[src/rtl/core/utf8_to_utf16_decoder_macros.svh]
// Assertion helpers shared by the decoder RTL.
`ifndef UTF8_TO_UTF16_DECODER_MACROS_SVH
`define UTF8_TO_UTF16_DECODER_MACROS_SVH

// Same-cycle implication.
`define U8U16_ASSERT_IMPL(lbl, clk, rst_n, ante, cons, msg) \
	lbl: assert property (@(posedge clk) disable iff (!rst_n) (ante) |-> (cons)) \
		else $error(msg);

// Next-cycle implication.
`define U8U16_ASSERT_NEXT(lbl, clk, rst_n, ante, cons, msg) \
	lbl: assert property (@(posedge clk) disable iff (!rst_n) (ante) |=> (cons)) \
		else $error(msg);

`endif

[src/rtl/core/utf8u16_pkg.sv]
`timescale 1ns / 1ps
`default_nettype none

package utf8u16_pkg;

	localparam int MAX_UNITS = 4;

	localparam logic [15:0] REPL      = 16'hFFFD;
	localparam logic [15:0] HI_SURR   = 16'hD800;
	localparam logic [15:0] LO_SURR   = 16'hDC00;
	localparam logic [20:0] SUPP_BASE = 21'h10000;
	localparam logic [20:0] CP_MAX    = 21'h10FFFF;
	localparam logic [20:0] SURR_MIN  = 21'h00D800;
	localparam logic [20:0] SURR_MAX  = 21'h00DFFF;
	localparam logic [20:0] MIN_2B    = 21'h000080;
	localparam logic [20:0] MIN_3B    = 21'h000800;

	typedef logic [MAX_UNITS-1:0][15:0] unit_vec_t;

	// Units produced by one accepted word.
	typedef struct packed {
		unit_vec_t   units;
		logic [2:0]  cnt;
		logic        fin;
	} burst_t;

	function automatic logic [2:0] seq_len(input logic [7:0] lead);
		logic [2:0] len;
		len = 3'd0;
		if (lead[7:5] == 3'b110)
			len = 3'd2;
		else if (lead[7:4] == 4'b1110)
			len = 3'd3;
		else if (lead[7:3] == 5'b11110)
			len = 3'd4;
		return len;
	endfunction

endpackage

`default_nettype wire

[src/rtl/core/utf8u16_byte_if.sv]
`timescale 1ns / 1ps
`default_nettype none

interface utf8u16_byte_if;
	logic       valid;
	logic       ready;
	logic [7:0] data_byte;
	logic       final_byte;

	modport source (output valid, output data_byte, output final_byte, input ready);
	modport sink (input valid, input data_byte, input final_byte, output ready);
endinterface

`default_nettype wire

[src/rtl/core/utf8u16_unit_if.sv]
`timescale 1ns / 1ps
`default_nettype none

interface utf8u16_unit_if;
	logic        valid;
	logic        ready;
	logic [15:0] code_unit;
	logic        last_of_run;
	logic        final_unit;

	modport source (output valid, output code_unit, output last_of_run, output final_unit,
		input ready);
	modport sink (input valid, input code_unit, input last_of_run, input final_unit,
		output ready);
endinterface

`default_nettype wire

[src/rtl/core/utf8u16_decode.sv]
`timescale 1ns / 1ps
`default_nettype none

`include "utf8_to_utf16_decoder_macros.svh"

module utf8u16_decode (
	input  wire                  clk,
	input  wire                  arst_n,
	utf8u16_byte_if.sink         text,
	input  wire                  take_rdy,
	output logic                 ld,
	output utf8u16_pkg::burst_t  burst
);

	logic [7:0] lead_q;
	logic [5:0] p0_q;
	logic [5:0] p1_q;
	logic [1:0] pc_q;

	logic [7:0] lead_n;
	logic [5:0] p0_n;
	logic [5:0] p1_n;
	logic [1:0] pc_n;

	logic        acc;
	logic [7:0]  b;
	logic        is_cont;
	logic [2:0]  len_cur;
	logic [2:0]  n_pre;
	logic [2:0]  n_main;
	logic [2:0]  n_post;
	logic [15:0] m0;
	logic [15:0] m1;
	logic [20:0] cp;
	logic [20:0] v;
	logic        bad;
	logic        do_lead;

	assign b        = text.data_byte;
	assign is_cont  = (b[7:6] == 2'b10);
	assign len_cur  = utf8u16_pkg::seq_len(lead_q);
	assign acc      = text.valid && text.ready;
	assign text.ready = take_rdy;

	always_comb begin
		cp = 21'd0;
		bad = 1'b1;
		case (len_cur)
			3'd2: begin
				cp = {10'd0, lead_q[4:0], b[5:0]};
				bad = (cp < utf8u16_pkg::MIN_2B);
			end
			3'd3: begin
				cp = {5'd0, lead_q[3:0], p0_q, b[5:0]};
				bad = (cp < utf8u16_pkg::MIN_3B) ||
					((cp >= utf8u16_pkg::SURR_MIN) && (cp <= utf8u16_pkg::SURR_MAX));
			end
			3'd4: begin
				cp = {lead_q[2:0], p0_q, p1_q, b[5:0]};
				bad = (cp < utf8u16_pkg::SUPP_BASE) || (cp > utf8u16_pkg::CP_MAX);
			end
			default: begin
				cp = 21'd0;
				bad = 1'b1;
			end
		endcase
		v = cp - utf8u16_pkg::SUPP_BASE;
	end

	always_comb begin
		n_pre = 3'd0;
		n_main = 3'd0;
		m0 = utf8u16_pkg::REPL;
		m1 = utf8u16_pkg::REPL;
		lead_n = lead_q;
		p0_n = p0_q;
		p1_n = p1_q;
		pc_n = pc_q;
		do_lead = 1'b0;

		if ((pc_q != 2'd0) && is_cont) begin
			if (({1'b0, pc_q} + 3'd1) >= len_cur) begin
				n_main = 3'd1;
				if (bad) begin
					m0 = utf8u16_pkg::REPL;
				end else if (cp < utf8u16_pkg::SUPP_BASE) begin
					m0 = cp[15:0];
				end else begin
					m0 = utf8u16_pkg::HI_SURR | {6'd0, v[19:10]};
					m1 = utf8u16_pkg::LO_SURR | {6'd0, v[9:0]};
					n_main = 3'd2;
				end
				lead_n = 8'd0;
				p0_n = 6'd0;
				p1_n = 6'd0;
				pc_n = 2'd0;
			end else begin
				if (pc_q == 2'd1)
					p0_n = b[5:0];
				else
					p1_n = b[5:0];
				pc_n = pc_q + 2'd1;
			end
		end else begin
			n_pre = {1'b0, pc_q};
			lead_n = 8'd0;
			p0_n = 6'd0;
			p1_n = 6'd0;
			pc_n = 2'd0;
			do_lead = 1'b1;
		end

		if (do_lead) begin
			if (!b[7]) begin
				n_main = 3'd1;
				m0 = {8'd0, b};
			end else if (utf8u16_pkg::seq_len(b) != 3'd0) begin
				lead_n = b;
				pc_n = 2'd1;
			end else begin
				n_main = 3'd1;
				m0 = utf8u16_pkg::REPL;
			end
		end

		n_post = text.final_byte ? {1'b0, pc_n} : 3'd0;
		if (text.final_byte) begin
			lead_n = 8'd0;
			p0_n = 6'd0;
			p1_n = 6'd0;
			pc_n = 2'd0;
		end
	end

	always_comb begin
		logic [2:0] kk;
		burst.cnt = n_pre + n_main + n_post;
		burst.fin = text.final_byte;
		for (int k = 0; k < utf8u16_pkg::MAX_UNITS; k++) begin
			kk = 3'(k);
			if ((kk >= n_pre) && (kk < (n_pre + n_main)))
				burst.units[k] = ((kk - n_pre) == 3'd0) ? m0 : m1;
			else
				burst.units[k] = utf8u16_pkg::REPL;
		end
	end

	assign ld = acc && (burst.cnt != 3'd0);

	always_ff @(posedge clk or negedge arst_n) begin
		if (!arst_n) begin
			lead_q <= 8'd0;
			p0_q <= 6'd0;
			p1_q <= 6'd0;
			pc_q <= 2'd0;
		end else if (acc) begin
			lead_q <= lead_n;
			p0_q <= p0_n;
			p1_q <= p1_n;
			pc_q <= pc_n;
		end
	end

	`U8U16_ASSERT_IMPL(a_pc_bound, clk, arst_n, pc_q != 2'd0,
		3'(pc_q) < utf8u16_pkg::seq_len(lead_q), "pending count beyond sequence length")
	`U8U16_ASSERT_IMPL(a_idle_lead, clk, arst_n, pc_q == 2'd0, lead_q == 8'd0,
		"lead held with nothing pending")
	`U8U16_ASSERT_NEXT(a_fin_clear, clk, arst_n, acc && text.final_byte, pc_q == 2'd0,
		"state not cleared after final word")

endmodule

`default_nettype wire

[src/rtl/core/utf8u16_serial.sv]
`timescale 1ns / 1ps
`default_nettype none

`include "utf8_to_utf16_decoder_macros.svh"

module utf8u16_serial (
	input  wire                       clk,
	input  wire                       arst_n,
	input  wire                       ld,
	input  wire utf8u16_pkg::burst_t  burst,
	output logic                      take_rdy,
	utf8u16_unit_if.source            units
);

	utf8u16_pkg::burst_t bst_s1;
	logic                bst_v_q;
	logic [1:0]          idx_q;

	logic        out_v_q;
	logic [15:0] out_unit_q;
	logic        out_last_q;
	logic        out_fin_q;

	logic pop;
	logic is_last;
	logic last_pop;

	assign pop      = bst_v_q && (!out_v_q || units.ready);
	assign is_last  = (({1'b0, idx_q} + 3'd1) == bst_s1.cnt);
	assign last_pop = pop && is_last;
	assign take_rdy = !bst_v_q || last_pop;

	always_ff @(posedge clk) begin
		if (ld)
			bst_s1 <= burst;
	end

	always_ff @(posedge clk or negedge arst_n) begin
		if (!arst_n) begin
			bst_v_q <= 1'b0;
			idx_q <= 2'd0;
		end else if (ld) begin
			bst_v_q <= 1'b1;
			idx_q <= 2'd0;
		end else if (last_pop) begin
			bst_v_q <= 1'b0;
		end else if (pop) begin
			idx_q <= idx_q + 2'd1;
		end
	end

	always_ff @(posedge clk or negedge arst_n) begin
		if (!arst_n) begin
			out_v_q <= 1'b0;
		end else if (pop) begin
			out_v_q <= 1'b1;
		end else if (units.ready) begin
			out_v_q <= 1'b0;
		end
	end

	always_ff @(posedge clk) begin
		if (pop) begin
			out_unit_q <= bst_s1.units[idx_q];
			out_last_q <= is_last;
			out_fin_q <= is_last && bst_s1.fin;
		end
	end

	assign units.valid       = out_v_q;
	assign units.code_unit   = out_unit_q;
	assign units.last_of_run = out_last_q;
	assign units.final_unit  = out_fin_q;

	`U8U16_ASSERT_IMPL(a_fin_last, clk, arst_n, out_v_q && out_fin_q, out_last_q,
		"final unit not last of run")
	`U8U16_ASSERT_IMPL(a_cnt_range, clk, arst_n, bst_v_q,
		(bst_s1.cnt != 3'd0) && (bst_s1.cnt <= 3'd4), "burst count out of range")
	`U8U16_ASSERT_NEXT(a_run_gapless, clk, arst_n, out_v_q && units.ready && !out_last_q,
		out_v_q, "gap inside a run of units")

endmodule

`default_nettype wire

[src/rtl/core/utf8_to_utf16_decoder.sv]
// UTF-8 to UTF-16 decoder.
// text:  input channel, one UTF-8 byte per word (data_byte), final_byte set on
//        the last byte of a text.
// units: output channel, one UTF-16 code unit per word; last_of_run marks the
//        last unit caused by an input byte, final_unit the last unit of a text.
// Each byte gives 0 to 4 units (surrogate pairs, 0xFFFD replacements).
// The first unit of a byte passes the per-byte unit buffer and then the output
// register before it is presented on the units channel.
// Throughput: one byte per cycle while each byte gives at most one unit and
// the receiver takes every unit; a byte giving more units holds the input
// until the single-unit output register has drained the per-byte unit buffer.
// Bytes that give no unit bypass the unit buffer.
// Reset clears the pending sequence, the unit buffer and the output register.
// A stalled receiver holds the current unit; the unit buffer still takes one
// more byte that gives units, then text.ready drops. Bytes giving no unit keep
// flowing while the buffer is empty.
`timescale 1ns / 1ps
`default_nettype none

module utf8_to_utf16_decoder (
	input  wire              clk,
	input  wire              arst_n,
	utf8u16_byte_if.sink     text,
	utf8u16_unit_if.source   units
);

	logic                ld;
	logic                take_rdy;
	utf8u16_pkg::burst_t burst;

	utf8u16_decode u_decode (
		.clk      (clk),
		.arst_n   (arst_n),
		.text     (text),
		.take_rdy (take_rdy),
		.ld       (ld),
		.burst    (burst)
	);

	utf8u16_serial u_serial (
		.clk      (clk),
		.arst_n   (arst_n),
		.ld       (ld),
		.burst    (burst),
		.take_rdy (take_rdy),
		.units    (units)
	);

endmodule

`default_nettype wire

[src/flat_wrapper.sv]
// flat-port wrapper written by rule: the top's interface ports become plain ports
module utf8_to_utf16_decoder_flat 
  (clk, arst_n, text_valid, text_data_byte, text_final_byte, text_ready, units_valid, units_code_unit, units_last_of_run, units_final_unit, units_ready);
  utf8u16_byte_if text_i ();
  utf8u16_unit_if units_i ();
  input  wire clk;
  input  wire arst_n;
  input wire logic [$bits(text_i.valid)-1:0] text_valid;
  input wire logic [$bits(text_i.data_byte)-1:0] text_data_byte;
  input wire logic [$bits(text_i.final_byte)-1:0] text_final_byte;
  output wire logic [$bits(text_i.ready)-1:0] text_ready;
  output wire logic [$bits(units_i.valid)-1:0] units_valid;
  output wire logic [$bits(units_i.code_unit)-1:0] units_code_unit;
  output wire logic [$bits(units_i.last_of_run)-1:0] units_last_of_run;
  output wire logic [$bits(units_i.final_unit)-1:0] units_final_unit;
  input wire logic [$bits(units_i.ready)-1:0] units_ready;
  assign text_i.valid = text_valid;
  assign text_i.data_byte = text_data_byte;
  assign text_i.final_byte = text_final_byte;
  assign text_ready = text_i.ready;
  assign units_valid = units_i.valid;
  assign units_code_unit = units_i.code_unit;
  assign units_last_of_run = units_i.last_of_run;
  assign units_final_unit = units_i.final_unit;
  assign units_i.ready = units_ready;
  utf8_to_utf16_decoder u_core (.clk(clk), .arst_n(arst_n), .text(text_i), .units(units_i));
endmodule
[config.mk]
export PLATFORM = sky130hd
export DESIGN_NAME = utf8_to_utf16_decoder_flat
export DESIGN_NICKNAME = d
export VERILOG_FILES = /design/src/rtl/core/utf8u16_pkg.sv /design/src/rtl/core/utf8u16_byte_if.sv /design/src/rtl/core/utf8u16_unit_if.sv /design/src/rtl/core/utf8u16_decode.sv /design/src/rtl/core/utf8u16_serial.sv /design/src/rtl/core/utf8_to_utf16_decoder.sv /design/src/flat_wrapper.sv
export VERILOG_INCLUDE_DIRS = /design/src /design/src/rtl/core
export SDC_FILE = /design/constraint.sdc
export NUM_CORES = 1
export LEC_CHECK = 0
export BUFFER_PORTS_ARGS = -buffer_cell sky130_fd_sc_hd__buf_2
export CORE_AREA = 5 5 111 124
export CTS_BUF_LIST = sky130_fd_sc_hd__clkbuf_4 sky130_fd_sc_hd__clkbuf_8
export DETAILED_ROUTE_END_ITERATION = 16
export DIE_AREA = 0 0 116 129
export PLACE_DENSITY = 0.64
export REMOVE_ABC_BUFFERS = 1
export SLEW_MARGIN = 20
export SYNTH_ARGS = -nofsm -noshare
export SYNTH_HDL_FRONTEND = slang
export SYNTH_SLANG_ARGS = --single-unit
[constraint.sdc]
create_clock -name clk -period 7.1 [get_ports clk]
set_input_delay 1.42 -clock clk [delete_from_list [all_inputs] [get_ports clk]]
set_output_delay 1.42 -clock clk [all_outputs]
set_load 0.1 [all_outputs]
-- Word-level counts from Yosys, hierarchy flattened
Index checks and enable logic that the tools add are counted.
- register bits: 112
- logic and storage cells: 152
- output and inout port bits: 20
- reductions and logical operators: 30
- order comparisons: 17
- add/subtract/negate cells: 11
- mux-type cells: 63
- eq/ne operators: 15
- operators by type and width (kind ; count):
    two-way mux 16 bit ; 12
    one-hot mux 21 bit (3 select lines) ; 1
    two-way mux 14 bit ; 4
    two-way mux 6 bit ; 8
    two-way mux 8 bit ; 6
    less-than comparator 21 x 17 -> 1 bit, second input constant ; 2
    two-way mux 3 bit ; 11
    binary-select mux 16 bit (select 2 bit) ; 1
    two-way mux 2 bit ; 15
    greater-than comparator 21 bit, second input constant ; 1
    subtractor 20 x 17 -> 20 bit, second input constant ; 1
    greater-or-equal comparator 16 bit, second input constant ; 1
    less-or-equal comparator 16 bit, second input constant ; 1
    less-than comparator 16 x 12 -> 1 bit, second input constant ; 1
    zero test 3 bit ; 4
    logical AND 1 bit ; 11
    less-than comparator 11 x 8 -> 1 bit, second input constant ; 1
    equality test 5 bit, second input constant ; 2
    equality test 3 bit, second input constant ; 3
    equality test 4 bit, second input constant ; 2
    nonzero test 2 bit ; 4
    adder 2 x 1 -> 3 bit, second input constant ; 2
    equality test 3 x 2 -> 1 bit, second input constant ; 2
    greater-or-equal comparator 1 x 3 -> 1 bit, first input constant ; 2
    22 further kinds ; 38

-- Logic depth before layout (Yosys ltp)
- word-level depth: 20
- depth in mapped cells: 19
- gate-level depth less buffers: 16

-- Modules after synthesis
A second synthesis with hierarchy kept.
- cells, all modules: 437
- area, all modules: 5555.3 um^2
- modules (own cells, without submodules) (module ; area each (um^2) ; sequential area each (um^2) ; cells each ; instances):
    utf8u16_serial ; 3231.8 ; 2682.6 ; 126 ; 1
    utf8u16_decode ; 2323.5 ; 550.5 ; 311 ; 1

-- Least setup slack after synthesis
No wires, ideal clock.
- kind: in2reg
- start: in text_data_byte[7]
- end: reg u_core.u_serial.bst_s1[0] (netlist name) (enable)
- path buffers: 3
- stages on the path: 13
- arrival: 6988 ps
- setup slack: -385 ps
- cell sequence: buf_4 inv_1 or3_1 a2111oi_2 and2_1 buf_6 buf_8 inv_1 fa_1 fa_1 xor2_1 nor3_1 nor2_1
- RTL lines (what ; line ; source):
    from (decl) ; flat_wrapper.sv:9 ; input wire logic [$bits(text_i.data_byte)-1:0] text_data_byte;
    to (signal assigned) ; utf8u16_serial.sv:35 ; bst_s1 <= burst;
    to (decl) ; utf8u16_serial.sv:15 ; utf8u16_pkg::burst_t bst_s1;

==> impl_metrics.csv <==
group,metric,value,unit
run_status,run_status,"finished, final reports clean",
clocking,clk_pin_slew,0.11,ns
clocking,cts_tree,"built",
critical_path,required,7.11,ns
pwr,power_frac_clock,18.5,%
flow_run,maxCapViolations,0,
global_route,grt_pass1_vias,3735,
yosys,synthFlopType,"edfxtp_1",
sta,slew_violations,0,
critical_path,path_buf_inv,4,
cells_and_area,final_cells,635,
cells_and_area,final_common_cell,"edfxtp_1",
clocking,cts_made_buffers,9,
sta,skew,0.0104,ns
clocking,post_cts_buffers,0,
place,placed_cell_area,5910,um^2
yosys,yosysTopAreaCellShare,45.6,%
cells_and_area,diodes,0,
pwr,total_power,2.17,mW
yosys,ys_types,65,
critical_path,worstSetupPathType,"in2reg",
route,vias,3753,
critical_path,worstPathCellList,"buf_2 -> inv_1 -> or3_1 -> a2111oi_2 -> and2_1 -> inv_1 -> fa_1 -> fa_1 -> xor2_1 -> nor3_1 -> nor2_4 -> buf_4",
clocking,clock-sinks,112,
route,drt-pass1-iter-count,5,
pwr,p_per_area,355,nW/um^2
route,routed_via_density,5.91,
floorplanning,rows,43,
sta,finalSetupViolCount,0,
yosys,syn_avg_cell_area,12.5,um^2
sta,worst_pin_slew,0.887,ns
critical_path,cpPeakStageDelay,0.65,ns
critical_path,path_max_fanout,70,
yosys,yosys_warnings,0,
critical_path,cp_top_family,"simple AND/OR/NAND/NOR gates",
place,port_buffers,32,
sta,fin_setup_tns,0,ns
cells_and_area,area_delta_synth_final,7.99,%
sta,hold_viol,0,
route,ant_nets,0,
route,drc,0,
clocking,htree_levels,3,
clocking,clockBufferDepth,2,
global_route,grt_max_degree,71,
place,place_hpwl,9.19,mm
yosys,synth_edf_count,86,
global_route,antenna_found_initial,0,
route,wl_per_cell,19.9,um
global_route,grt_overflow_total,0,
pwr,combinationalPowerShare,38.3,%
yosys,synth-seq-cells,112,
critical_path,slowest_stage,"buf_4",
sta,finalCritPeriodShare,83.1,%
cells_and_area,mostFrequentLayoutCells,"edfxtp_1 (86), buf_2 (32), inv_1 (29)",
pwr,p_leak,1.95,nW
floorplanning,die_y,129,um
clocking,clock_latency,0.38,ns
cells_and_area,final_area,6120,um^2
critical_path,start_kind,"input pin",
sta,setup_ws,1.20,ns
place,dp_slack,0.844,ns
yosys,yosys-top-cells-area,"edfxtp_1 (46%), dfrtp_1 (11%), mux4_2 (6.4%)",
route,drt-total-wl,12.6,mm
pwr,p_sw,0.921,mW
pwr,p_int,1.25,mW
global_route,grt_pass1_wl,20.7,mm
place,place.gp.congestion,0.919,
clocking,cts_resized,0,
sta,period_minus_slack,5.90,ns
cells_and_area,final_nets,498,
clocking,hold_buffers,0,
critical_path,worst_setup_path_end_kind,"flip-flop",
pwr,irDropWorstVdd,0.179,mV
sta,max_freq,169,MHz
yosys,async_flop_share,23.2,%
yosys,synth_cells,452,
place,dp.cells,619,
global_route,grt.total_usage,18.4,%
cells_and_area,final_core_util,49.5,%
pwr,switching_share,42.4,%
floorplanning,io_pins,33,
min_path,hold_path.class,"reg2reg",
floorplanning,die_x,116,um
sta,grt_setup_unrepaired,"false",
cells_and_area,drive_gt1_share,18.4,%
pwr,p_seq_share,43.2,%
yosys,synth.yosys.seq_area_share,57.0,%
route,drt_iter0_markers,397,
sta,fin_hold_ws,0.527,ns
sta,worst_slew_margin_rel,40.9,%
clocking,root_buffer,"clkbuf_8",
yosys,synth_area,5670,um^2
floorplanning,core,12400,um^2
floorplanning,floorplan.initialDensity,45.8,%
yosys,yosysTopAreaCell,"edfxtp_1",
floorplanning,die_area,15000,um^2
critical_path,crit_arrival,5.91,ns
critical_path,r2r_setup_slack,1.74,ns
area by class of cell:
type,count,area [um^2]
multi-input combinational,279,2140
timing repair buffer,40,220
tap,157,196
inverter,31,116
clock inverter,7,88.8
clock buffer,9,124
sequential,112,3230
fill,1115,6250
synthesized netlist by cell type (3+ instances only):
library cell,instances
edfxtp_1,86
inv_1,29
dfrtp_1,26
nor2_1,26
nand2_1,25
a21oi_1,24
a22o_1,20
a31oi_1,19
mux4_2,16
nor3_1,15
a21o_1,11
clkbuf_1,11
nand3_1,11
ha_1,10
buf_2,8
o21ai_0,8
and2_1,7
nand2b_1,6
xor2_1,6
a22oi_1,5
buf_6,5
nand3b_1,5
nor4_1,5
nand4_1,4
o21a_1,4
o221ai_1,4
a211oi_1,3
a21boi_0,3
buf_4,3
mux2_2,3
power groups by stage:
stage / logic (mW) / clock network (mW) / registers [mW]
final: 0.832 / 0.401 / 0.937
after global routing: 0.890 / 0.440 / 0.952
after CTS: 0.838 / 0.412 / 0.938
after detailed placement: 0.836 / 0 / 0.953
after global placement: 0.829 / 0 / 0.950
after floorplan: 0.375 / 0 / 1.23
worst paths after layout:
| kind | startpoint | endpoint | cells past startpoint |
|---|---|---|---|
| setup reg to reg | u_core.u_decode.pc_q[0] | u_core.u_serial.bst_s1[11] | 12 |
| setup / recovery | text_data_byte[7] | u_core.u_serial.bst_s1[11] | 12 |
| hold reg to reg | u_core.u_serial.bst_v_q | u_core.u_serial.units.valid | 1 |
| hold / removal | u_core.u_serial.bst_v_q | u_core.u_serial.units.valid | 1 |
| max in group asynchronous | arst_n | u_core.u_decode.lead_q[5] | 1 |
| min in group asynchronous | arst_n | u_core.u_decode.lead_q[0] | 1 |
per-layer routing:
metal	global-route usage, %	part of all wire, %	vias up
li1	-	-	1773
met1	24.4	43	1839
met2	30.5	50	116
met3	2.68	4.7	25
met4	7.10	1.9	0
met5	0	0	-
kinds of logic (layout without fill, tap and decap cells):
logic type / count (synthesis) / after routing / synth area share [%]
simple gates: 121 / 121 / 11.5
fa+ha+maj: 12 / 12 / 2.91
compound gates: 118 / 118 / 14.9
flops: 112 / 112 / 57.0
mux: 20 / 20 / 7.13
buf+inv: 61 / 87 / 5.30
xor+xnor: 8 / 8 / 1.24
flip-flops by register name, indices dropped and copies added, names as in the netlist:
signal and cells:
u_core.u_decode.pc_q 2, u_core.u_serial.bst_v_q 1, u_core.u_serial.units.final_unit 1, u_core.u_serial.units.last_of_run 1, u_core.u_decode.lead_q 8, u_core.u_serial.idx_q 2, u_core.u_serial.units.valid 1, u_core.u_decode.p0_q 6
u_core.u_serial.bst_s1 68, u_core.u_decode.p1_q 6, u_core.u_serial.units.code_unit 16
(Power assumes the default switching activity.)
